### src/sv/bba_pkg.sv
`default_nettype none
// ----------------------------------------------------------------------------
// Bitmap block allocator package
// Shared sizes, item types, command codes and states of the allocator.
// ----------------------------------------------------------------------------
package bba_pkg;

  localparam int unsigned BITS_PER_BITMAP  = 8192;
  localparam int unsigned MAX_BITMAPS      = 8;
  localparam int unsigned WORD_BITS        = 32;

  localparam int unsigned TOTAL_BITS       = BITS_PER_BITMAP * MAX_BITMAPS;
  localparam int unsigned TOTAL_WORDS      = TOTAL_BITS / WORD_BITS;
  localparam int unsigned WORDS_PER_BITMAP = BITS_PER_BITMAP / WORD_BITS;

  localparam int unsigned WIDX_W = $clog2(TOTAL_WORDS);
  localparam int unsigned BIDX_W = $clog2(WORD_BITS);
  localparam int unsigned LIM_W  = WIDX_W + 1;

  localparam int unsigned BLK_W   = 16;
  localparam int unsigned CNT_W   = 17;
  localparam int unsigned BMC_W   = 4;
  localparam int unsigned WIN_W   = 11;
  localparam int unsigned DATA_W  = 32;
  localparam int unsigned APB_AW  = 3;
  localparam int unsigned APB_DW  = 32;

  localparam logic [CNT_W-1:0] BLOCK_COUNT_RST  = 17'h10000;
  localparam logic [BMC_W-1:0] BITMAP_COUNT_RST = 4'd8;

  typedef enum logic [1:0] {
    CMD_ALLOC,
    CMD_FREE,
    CMD_LOAD,
    CMD_SET_COUNT
  } cmd_e;

  typedef enum logic [1:0] {
    ST_CLEAR,
    ST_IDLE,
    ST_SCAN,
    ST_FREE
  } state_e;

  typedef enum logic {
    REG_BLOCK_COUNT,
    REG_BITMAP_COUNT
  } reg_e;

  typedef struct packed {
    cmd_e              command;
    logic [BLK_W-1:0]  block_number;
    logic [WIN_W-1:0]  word_index;
    logic [DATA_W-1:0] word_data;
    logic [CNT_W-1:0]  count_value;
  } in_item_t;

  typedef struct packed {
    logic              status;
    logic [BLK_W-1:0]  granted_block;
    logic [CNT_W-1:0]  free_blocks;
  } out_item_t;

  typedef struct packed {
    logic [CNT_W-1:0] block_count;
    logic [BMC_W-1:0] bitmap_count;
  } cfg_t;

  function automatic logic [BIDX_W-1:0] lowest_zero(input logic [WORD_BITS-1:0] w);
    logic [BIDX_W-1:0] idx;
    idx = '0;
    for (int i = WORD_BITS - 1; i >= 0; i--) begin
      if (!w[i]) begin
        idx = BIDX_W'(i);
      end
    end
    return idx;
  endfunction

endpackage
`default_nettype wire

### src/sv/bba_cfg.sv
`default_nettype none
// ----------------------------------------------------------------------------
// Bitmap block allocator configuration registers
// APB register file holding the block count and the number of bitmaps.
// ----------------------------------------------------------------------------
module bba_cfg
  import bba_pkg::*;
(
  input  wire logic              clk_i,
  input  wire logic              rst_ni,
  input  wire logic              psel,
  input  wire logic              penable,
  input  wire logic              pwrite,
  input  wire logic [APB_AW-1:0] paddr,
  input  wire logic [APB_DW-1:0] pwdata,
  output logic      [APB_DW-1:0] prdata,
  output logic                   pready,
  output cfg_t                   cfg_o
);

  cfg_t cfg_q, cfg_d;
  reg_e reg_sel;
  logic wr_en;

  assign pready  = 1'b1;
  assign reg_sel = reg_e'(paddr[2]);
  assign wr_en   = psel && penable && pwrite && pready;

  always_comb begin
    cfg_d = cfg_q;
    if (wr_en) begin
      unique case (reg_sel)
        REG_BLOCK_COUNT:  cfg_d.block_count  = pwdata[CNT_W-1:0];
        REG_BITMAP_COUNT: cfg_d.bitmap_count = pwdata[BMC_W-1:0];
        default:          cfg_d = cfg_q;
      endcase
    end
  end

  always_comb begin
    unique case (reg_sel)
      REG_BLOCK_COUNT:  prdata = APB_DW'(cfg_q.block_count);
      REG_BITMAP_COUNT: prdata = APB_DW'(cfg_q.bitmap_count);
      default:          prdata = '0;
    endcase
  end

  always_ff @(posedge clk_i or negedge rst_ni) begin
    if (!rst_ni) begin
      cfg_q.block_count  <= BLOCK_COUNT_RST;
      cfg_q.bitmap_count <= BITMAP_COUNT_RST;
    end else begin
      cfg_q <= cfg_d;
    end
  end

  assign cfg_o = cfg_q;

endmodule
`default_nettype wire

### config.mk
export PLATFORM = sky130hd
export DESIGN_NAME = bba_cfg
export DESIGN_NICKNAME = d
export VERILOG_FILES = /design/src/sv/bba_pkg.sv /design/src/sv/bba_cfg.sv
export SDC_FILE = /design/constraint.sdc
export NUM_CORES = 1
export LEC_CHECK = 0
export BUFFER_PORTS_ARGS = -buffer_cell sky130_fd_sc_hd__buf_2
export CORE_MARGIN = 2
export CORE_UTILIZATION = 35
export DETAILED_ROUTE_END_ITERATION = 10
export GPL_ROUTABILITY_DRIVEN = 0
export GPL_TIMING_DRIVEN = 0
export PLACE_DENSITY_LB_ADDON = 0.08
export SLEW_MARGIN = 10
export SYNTH_ARGS = -nofsm -noshare
export SYNTH_HDL_FRONTEND = slang
export SYNTH_SLANG_ARGS = --single-unit
### constraint.sdc
create_clock -name clk_i -period 1 [get_ports clk_i]
set_input_delay 0.15 -clock clk_i [delete_from_list [all_inputs] [get_ports clk_i]]
set_output_delay 0.15 -clock clk_i [all_outputs]
set_load 0.01 [all_outputs]
; ---- Word level (Yosys, flattened, before mapping)
; Cells that the tools add are included.
[totals]
register_bits = 21
memories = 0
rom_bits = 0
ramBits = 0
elab_cells = 8
inputBits = 40
output_inout_bits = 54
latch_bits = 0
[classes]
bitwise_logic = 1
n_addsub = 0
shift = 0
div_mod_pow = 0
reduce_logical = 4
muxes = 1
mul = 0
order_cmp = 0
eq_ne = 0
[ops]
columns = operator, n
row1 = case mux 32 bit (2 select lines), 1
row2 = AND reduction 2 bit, 2
row3 = logical AND 1 bit, 2
row4 = inverter 1 bit, 1

; ---- Depth between registers and ports, before layout
; Gate-level depths: netlist of the first run.
[logic_depth]
depth_word = 3
ltp_mapped = 4
mapped_depth_nobuf = 2

; ---- Worst setup path after synthesis of the first run
; No wires, ideal clock.
[synth_path]
path_kind = input-to-reg
startpoint = input paddr[2]
endpoint = register cfg_q, in the netlist cfg_o[10]
slack_ps = -92
required_time_ps = 875
cell_stages = 4
n_path_buf = 2
setup_time_ps = 125
arrival_ps = 967
path_cell_list = buf_6 > nand4b_4 > buf_6 > mux2_4
[synth_via]
elab_chain_cells = 2
[synth_rtl]
columns = element, line
row1 = from (decl), bba_cfg.sv:14  ; input wire logic [APB_AW-1:0] paddr,
row2 = inverter 1 bit, n/a
row3 = AND reduction 2 bit (no source line), n/a
row4 = to (signal assigned), bba_cfg.sv:53  ; cfg_q <= cfg_d;
row5 = to (decl), bba_cfg.sv:21  ; cfg_t cfg_q, cfg_d;
; No other way between the ends.
; A chain may end at the register's enable or synchronous reset.

; ---- Worst setup path after layout of the first run
[layout_path]
startpoint = register cfg_q, in the netlist cfg_o[0]
endpoint = output prdata[0]
[layout_via]
elab_chain_cells = 1
[layout_rtl]
columns = element, line
row1 = case mux 32 bit (2 select lines), bba_cfg.sv:41  ; unique case (reg_sel)
row2 = to (decl), bba_cfg.sv:16  ; output logic [APB_DW-1:0] prdata,
; No other way between the ends. The select of a mux whose other input is x is not followed.

==> results_dict.tcl, run 1 <==
set metrics [dict create \
    outcome "complete, but fails checks" \
    violations "negative setup slack" \
    crit_fanout 2 \
    path_class "register to output port" \
    seq_area_frac_synth 0.475 \
    netSwitchingFraction 0.289 \
    rsz0062_at_grt "true" \
    die_w_um 60.4 \
    power.clock.fraction 0.128 \
    final_hold_viol_count 0 \
    critPathSlowestCell "dfrtp_1" \
    worst_slack_ps -251 \
    multi_input_area_sq_um 505 \
    crit_path_end_kind "output port" \
    track_usage 0.141 \
    power.leakage_nw 1.02 \
    largest_register_ffs 21 \
    final_antenna_net_count 0 \
    via_per_inst 3.98 \
    cts_sinks 21 \
    yosysTopAreaCell "dfrtp_1" \
    synth_seq_cells 21 \
    insertion_delay_ps 290 \
    p_switching_uw 885 \
    nFillCells 257 \
    ys_warn_count 0 \
    final-seq-area_sq_um 528 \
    p_int_mw 2.17 \
    ios 94 \
    start_kind "register" \
    place_area_sq_um 1520 \
    design.core.area_sq_um 3030 \
    htreeDepth 1 \
    worstHoldPathType "primary input to register" \
    grt_antenna_before_repair 0 \
    synthTopCellsByArea "dfrtp_1, mux2_2, mux2_4, buf_4, nor2b_1" \
    drt_wl_total_mm 2.55 \
    maxCapViolations 0 \
    cts-root-buf "clkbuf_4" \
    drt_iter0_drc 11 \
    setup-violations-final 31 \
    chipHeight_um 60.4 \
    tritoncts "yes" \
    port_buffers 59 \
    die_area_sq_um 3650 \
    first_pass_iters 2 \
    slew_violations 0 \
    wl_per_cell_um 11.4 \
    finalInstanceArea_sq_um 1840 \
    max_stage_delay_ps 410 \
    drc 0 \
    cp.arrival_ps 1100 \
    synth_area_sq_um 1110 \
    nets 220 \
    finClkSkew_ps 0 \
    start_util 0.367 \
    power.density_nw_per_um2 1660 \
    combPwrFrac 0.490 \
    seqPwrFrac 0.382 \
    finalCritPeriodShare 1.25 \
    crit_chain "mux2_4, buf_6" \
    grt_pass1_wl_mm 3.74 \
    syn_area_per_cell_sq_um 13.6 \
    finalPower_mw 3.06 \
    layout-area-overhead-vs-synth_pct 65.1 \
    grt_pass1_vias 818 \
    crit_required_ps 850 \
    synthCells 82 \
    drive_above_1_share 0.709 \
    vias 888 \
    hpwl_mm 1.70 \
    fmax_ghz 0.800 \
    period_needed_ps 1250 \
    synth_top_area_frac 0.427 \
    synth_cell_type_count 11 \
    diodes 0 \
    cts_buffer_depth 2 \
    grt_overflow 0 \
    cts_made_buffers 3 \
    clk_pin_slew_worst_paths_ps 120 \
    rows 20 \
    ir_drop_mv 0.788 \
    grt_max_degree 22 \
]
cell usage in the layout, fill, tap and decap left out, types with 2 or more instances in the layout:
cell type | synthesis | layout
buf_2 | 0 | 44
buf_6 | 2 | 26
buf_4 | 16 | 26
dfrtp_1 | 19 | 19
conb_1 | 2 | 16
mux2_4 | 10 | 14
nor2b_1 | 13 | 13
mux2_2 | 15 | 11
clkbuf_4 | 0 | 3
clkbuf_1 | 1 | 2
dfstp_2 | 2 | 2
final cells by class:
cell class              count  share of cell area
multi-input cells          56               0.275
clock buffers               4              0.0143
repair buffers             79               0.313
plain buffers              19              0.0797
well taps                  44              0.0300
flip-flops and latches     21               0.287
power groups by stage:
stage	Sequential (mW)	Combinational, mW	Clock, mW
after floorplan	1.27	0.480	0
after global placement	1.18	0.951	0
after detailed placement	1.18	0.959	0
after CTS	1.15	1.36	0.420
after global routing	1.19	1.61	0.473
final	1.17	1.50	0.392
per-stage QoR:
step,utilization,hold WS [ps],TNS [ps],worst slack (ps),instances
detailed placement,0.500,135,-2850,-204,199
global route,0.607,57.3,-6100,-314,223
finish,0.607,76.7,-3840,-251,223
global placement,0.500,135,-2350,-189,199
floorplan,-,-146,-923,-92.3,96
CTS,0.580,66.6,-4160,-254,218
cell families (layout without fill, tap and decap cells):
| family | count (synthesis) | after routing | share of synthesized area |
|---|---|---|---|
| muxes | 25 | 25 | 0.287 |
| DFF | 21 | 21 | 0.475 |
| buffers and inverters | 19 | 102 | 0.132 |
| and+or+nand+nor | 15 | 15 | 0.100 |
| other | 2 | 16 | 0.00675 |
path summary, 6_finish.rpt:
kind / from / to / slack, ps / depth (start not counted)
worst max register to register: cfg_o[12] / cfg_o[12] / -10 / 3
worst max-delay path: cfg_o[0] / prdata[0] / -250 / 2
max in group asynchronous: rst_ni / cfg_o[20] / 310 / 2
min in group asynchronous: rst_ni / cfg_o[10] / 330 / 2
worst min register to register: cfg_o[14] / cfg_o[14] / 530 / 1
worst min-delay path: pwdata[7] / cfg_o[11] / 80 / 2
routing by layer:
metal  global-route usage  part of all wire  wire, um
met5                    0                 0         0
met4               0.0571            0.0055        14
met3               0.0256             0.069       176
met2                0.248              0.51      1310
met1                0.169              0.41      1050
Yosys cell counts (all sizes together):
cell    number
dfstp        2
conb         2
mux2        25
nand4b       1
dfrtp       19
clkbuf       1
buf         18
nand4        1
nor2b       13
repair_timing:
| item | in CTS | in global routing |
|---|---|---|
| endpoints found under the hold margin | 19 | 0 |
| cloned | 0 | 0 |
| hold buffers | 1 | 0 |
| resized for setup | 17 | 12 |
| setup buffers | 14 | 7 |
| endpoints found under the setup margin | 33 | 39 |
worst max-delay path: cells and delay by family (launching register included):
kind / cells / cell delay, ps
buffers and inverters: 1 / 120
flip-flops: 1 / 410
multiplexers: 1 / 270
No activity file was read; power rests on OpenSTA's default activity.
==> inputs of run 2 (changes only) <==
- CELL_PAD_IN_SITES_DETAIL_PLACEMENT: not set -> 1
- CELL_PAD_IN_SITES_GLOBAL_PLACEMENT: not set -> 1
- CORE_UTILIZATION: 35 -> 27
==> run 2 against run 1 <==
  * Flip-flop and latch count is the same
  * First-iteration DRC count grew 27%
  * Worst setup slack gained 43 ps
  * Wire length grew 15%
  * Fmax grew 3.6%
  * Power grew 3.2%
  * Sequential power is essentially flat
  * The run still ends with negative setup slack left
  * Global-route usage shrank 2.0 points
  * Critical path type unchanged
  * Cell area shrank 0.27%
  * Largest power group unchanged
  * Combinational power shrank 5%
  * Largest cell class unchanged
==> results_dict.tcl, run 2 (synthesis gave the netlist of run 1 again) <==
set metrics [dict create \
    grt_antenna_before_repair 0 \
    htreeDepth 1 \
    start_kind "register" \
    tritoncts "yes" \
    p_int_mw 2.23 \
    grt_pass1_wl_mm 4.08 \
    chipHeight_um 68.2 \
    worst_slack_ps -208 \
    cp.arrival_ps 1060 \
    via_per_inst 4.00 \
    crit_buf_inv 1 \
    grt_pass1_vias 847 \
    pre_cts_ws_ps -215 \
    fin_util 0.461 \
    final_hold_viol_count 0 \
    drt_wl_total_mm 2.93 \
    largest_register_ffs 21 \
    grt_overflow 0 \
    maxCapViolations 0 \
    die_w_um 68.2 \
    power.density_nw_per_um2 1720 \
    ios 94 \
    outcome "complete, but fails checks" \
    tightestPinTransition_ps 502 \
    ir_drop_mv 0.732 \
    crit_fanout 3 \
    final_cell_mix "buf_2, buf_6, buf_4" \
    worstHoldPathType "primary input to register" \
    drc 0 \
    first_pass_iters 3 \
    cts_sinks 21 \
    max_stage_delay_ps 400 \
    drt_iter0_drc 14 \
    power.clock.fraction 0.175 \
    final_antenna_net_count 0 \
    power.leakage_nw 1.01 \
    p_switching_uw 921 \
    hpwl_mm 2.04 \
    start_util 0.280 \
    netSwitchingFraction 0.292 \
    finClkSkew_ps 0 \
    cts-root-buf "clkbuf_8" \
    crit_path_end_kind "output port" \
    layout_commonest_cell "buf_2" \
    slew_violations 0 \
    drive_above_1_share 0.724 \
    die_area_sq_um 4650 \
    crit_required_ps 850 \
    vias 895 \
    nets 215 \
    finalCritPeriodShare 1.21 \
    track_usage 0.120 \
    cts_buffer_depth 2 \
    rsz0062_at_grt "true" \
    finalSetupTns_ps -2210 \
    rows 23 \
    clk_pin_slew_worst_paths_ps 80 \
    layout-area-overhead-vs-synth_pct 64.7 \
    diodes 0 \
    wl_per_cell_um 13.1 \
    finalPower_mw 3.15 \
    combPwrFrac 0.450 \
    path_class "register to output port" \
    seqPwrFrac 0.375 \
    grt_max_degree 22 \
    port_buffers 59 \
    critPathSlowestCell "dfrtp_1" \
    cts_made_buffers 3 \
    design.core.area_sq_um 3970 \
    setup-violations-final 27 \
    slew_headroom 0.665 \
    nFillCells 460 \
    fmax_ghz 0.828 \
    violations "negative setup slack" \
    crit_family "flip-flops" \
    insertion_delay_ps 250 \
    period_needed_ps 1210 \
    crit_chain "mux2_2, buf_6" \
]
run 2: cell types whose count changed in the layout (fill, tap and decap cells not counted), moves of 2 or more:
cell      change
clkbuf_4      -3
nor2b_1       -2
nor2b_4       +2
clkbuf_8      +3
mux2_4        -2
buf_4         -4
clkbuf_1      -2
mux2_2        +2
run 2: final timing paths:
check                      slack [ps]         to       start  cells after the start
max                              -210  prdata[0]    cfg_o[0]                      2
min                               120  cfg_o[18]  pwdata[14]                      2
max reg2reg                        10   cfg_o[6]    cfg_o[6]                      3
min reg2reg                       520  cfg_o[15]   cfg_o[15]                      1
max in group asynchronous         240   cfg_o[3]      rst_ni                      2
min in group asynchronous         400  cfg_o[17]      rst_ni                      2
run 2: routing by layer:
| layer | GRT usage | part of all wire | vias up |
|---|---|---|---|
| li1 | - | - | 426 |
| met2 | 0.200 | 0.49 | 42 |
| met5 | 0 | 0 | - |
| met1 | 0.156 | 0.43 | 425 |
| met3 | 0.0214 | 0.075 | 2 |
| met4 | 0.0450 | 0.0068 | 0 |
run 2: per-stage QoR:
step | cells | cell area, sq um | hold WS, ps
CTS | 218 | 1710 | 112
detailed placement | 205 | 1520 | 149
finish | 224 | 1830 | 121
global placement | 205 | 1520 | 146
floorplan | 96 | 1160 | -146
global route | 224 | 1830 | 119
run 2: power groups by stage:
stage	clock network (mW)	logic, mW	registers [mW]
CTS	0.585	1.21	1.18
floorplan	0	0.480	1.27
finish	0.553	1.42	1.18
global placement	0	0.956	1.18
global route	0.618	1.53	1.21
detailed placement	0	0.965	1.20
run 2: area by class of cell:
cell class | count | area (sq um) | share of cell area
multi-input combinational | 56 | 513 | 0.280
tap | 50 | 62.6 | 0.0342
clock buffer | 3 | 41.3 | 0.0225
clock inverter | 1 | 5.00 | 0.00273
timing repair buffer | 74 | 534 | 0.292
sequential | 21 | 528 | 0.288
buffer | 19 | 148 | 0.0806
run 2: what timing repair did:
item	in CTS	in global routing
hold buffers	1	0
endpoints found under the hold margin	19	0
setup buffers	8	8
gates cloned	0	0
setup endpoints to repair	19	24
resized for setup	13	19
==> inputs of run 3 (changes only) <==
- BUFFER_PORTS_ARGS: -buffer_cell sky130_fd_sc_hd__buf_2 -> not set
- CORE_UTILIZATION: 27 -> 43
- DONT_BUFFER_PORTS: not set -> 1
==> run 3 against run 2 <==
  * Clock power fell by 28%
  * Largest cell class is now multi-input combinational cells
  * Clock skew did not move
  * Register-to-register slack improved by 130 ps
  * Via count fell by 22%
  * The flow still finishes with violations (negative setup slack)
  * Utilization rose by 16 points
  * Combinational power fell by 49%
  * Power fell by 22%
==> results_dict.tcl, run 3 (synthesis gave the netlist of run 1 again) <==
set metrics [dict create \
    crit_required_ps 850 \
    final_cell_mix "dlygate4sd3_1, buf_4, conb_1, dfrtp_1, mux2_4" \
    crit_chain "mux2_4" \
    finalSetupTns_ps -1990 \
    crit_buf_inv 0 \
    p_switching_uw 772 \
    die_w_um 54.9 \
    slew_violations 0 \
    nFillCells 249 \
    cts_sinks 21 \
    maxCapViolations 0 \
    p_int_mw 1.68 \
    crit_family "flip-flops" \
    finalPower_mw 2.45 \
    place_area_sq_um 1200 \
    fin_util 0.623 \
    power.leakage_nw 0.780 \
    drt_iter0_drc 3 \
    fmax_ghz 0.826 \
    max_stage_delay_ps 460 \
    drt_wl_total_mm 2.48 \
    worst_slack_ps -211 \
    port_buffers 0 \
    period_needed_ps 1210 \
    crit_fanout 3 \
    rsz0062_at_grt "true" \
    seqPwrFrac 0.541 \
    violations "negative setup slack" \
    via_per_inst 4.71 \
    nets 159 \
    cts-root-buf "clkbuf_4" \
    finClkSkew_ps 0 \
    cts_buffer_depth 2 \
    drc 0 \
    slew_headroom 0.381 \
    finalInstanceArea_sq_um 1530 \
    ir_drop_mv 1.46 \
    final_hold_viol_count 0 \
    layout_commonest_cell "dlygate4sd3_1" \
    worstHoldPathType "primary input to asynchronous set/reset pin" \
    insertion_delay_ps 290 \
    multi_input_area_sq_um 603 \
    ios 94 \
    drive_above_1_share 0.568 \
    start_kind "register" \
    setup-violations-final 19 \
    final_antenna_net_count 0 \
    wl_per_cell_um 16.8 \
    diodes 0 \
    grt_pass1_wl_mm 3.39 \
    critPathSlowestCell "dfrtp_1" \
    chipHeight_um 54.9 \
    cts_setup_buffers 0 \
    path_class "register to output port" \
    final-seq-area_sq_um 532 \
    track_usage 0.167 \
    outcome "complete, but fails checks" \
    design.core.area_sq_um 2450 \
    grt_antenna_before_repair 0 \
    hold-worst-slack_ps 48.7 \
    power.density_nw_per_um2 1600 \
    finalCritPeriodShare 1.21 \
    htreeDepth 1 \
    cts_made_buffers 3 \
    crit_path_end_kind "output port" \
    grt_overflow 0 \
    largest_register_ffs 21 \
    rows 18 \
    vias 697 \
    netSwitchingFraction 0.315 \
    first_pass_iters 3 \
    layout-area-overhead-vs-synth_pct 37.6 \
    clk_pin_slew_worst_paths_ps 120 \
    tightestPinTransition_ps 928 \
    grt_max_degree 22 \
    cp.arrival_ps 1060 \
    grt_pass1_vias 740 \
    power.clock.fraction 0.163 \
    die_area_sq_um 3010 \
    hpwl_mm 1.52 \
    start_util 0.453 \
    tritoncts "yes" \
    combPwrFrac 0.296 \
]
[run 3: per-stage QoR]
stage          std cells  setup slack, ps
6_report             148             -211
5_1_grt              148             -265
4_1_cts              148             -247
3_5_place_dp         126             -201
3_3_place_gp         126             -197
2_1_floorplan         96            -92.3
[run 3: layout make-up]
type	instances	share of cell area
buffer	19	0.0965
sequential	21	0.348
clock buffer	3	0.0147
clock inverter	1	0.00327
timing repair buffer	18	0.119
tap	30	0.0245
multi-input combinational	56	0.394
[run 3: worst paths after layout]
check / from / end / slack [ps] / cells past startpoint
min: rst_ni / cfg_o[11] / 50 / 1
min reg2reg: cfg_o[10] / cfg_o[10] / 600 / 1
max in group asynchronous: rst_ni / cfg_o[7] / 330 / 1
min in group clk_i: penable / cfg_o[14] / 180 / 2
max: cfg_o[6] / prdata[2] / -210 / 1
max reg2reg: cfg_o[15] / cfg_o[15] / 140 / 1
[run 3: power groups by stage]
stage | clock network (mW) | logic [mW] | registers [mW]
after floorplan | 0 | 0.480 | 1.27
after global placement | 0 | 0.506 | 1.32
after detailed placement | 0 | 0.516 | 1.32
after CTS | 0.440 | 0.720 | 1.32
after global routing | 0.469 | 0.775 | 1.36
final | 0.399 | 0.725 | 1.33
[run 3: routing by layer]
| layer | vias up | global-route usage | share of wire |
|---|---|---|---|
| li1 | 316 | - | - |
| met1 | 330 | 0.196 | 0.41 |
| met2 | 49 | 0.292 | 0.50 |
| met3 | 2 | 0.0546 | 0.087 |
| met4 | 0 | 0.0375 | 0.0056 |
| met5 | - | 0 | 0 |
[run 3: timing repair]
action | in CTS | in global routing
resized for setup | 31 | 4
hold buffers | 18 | 0
hold endpoints to repair | 42 | 0
pin swaps | 0 | 0
setup endpoints to repair | 19 | 40
gates cloned | 0 | 0
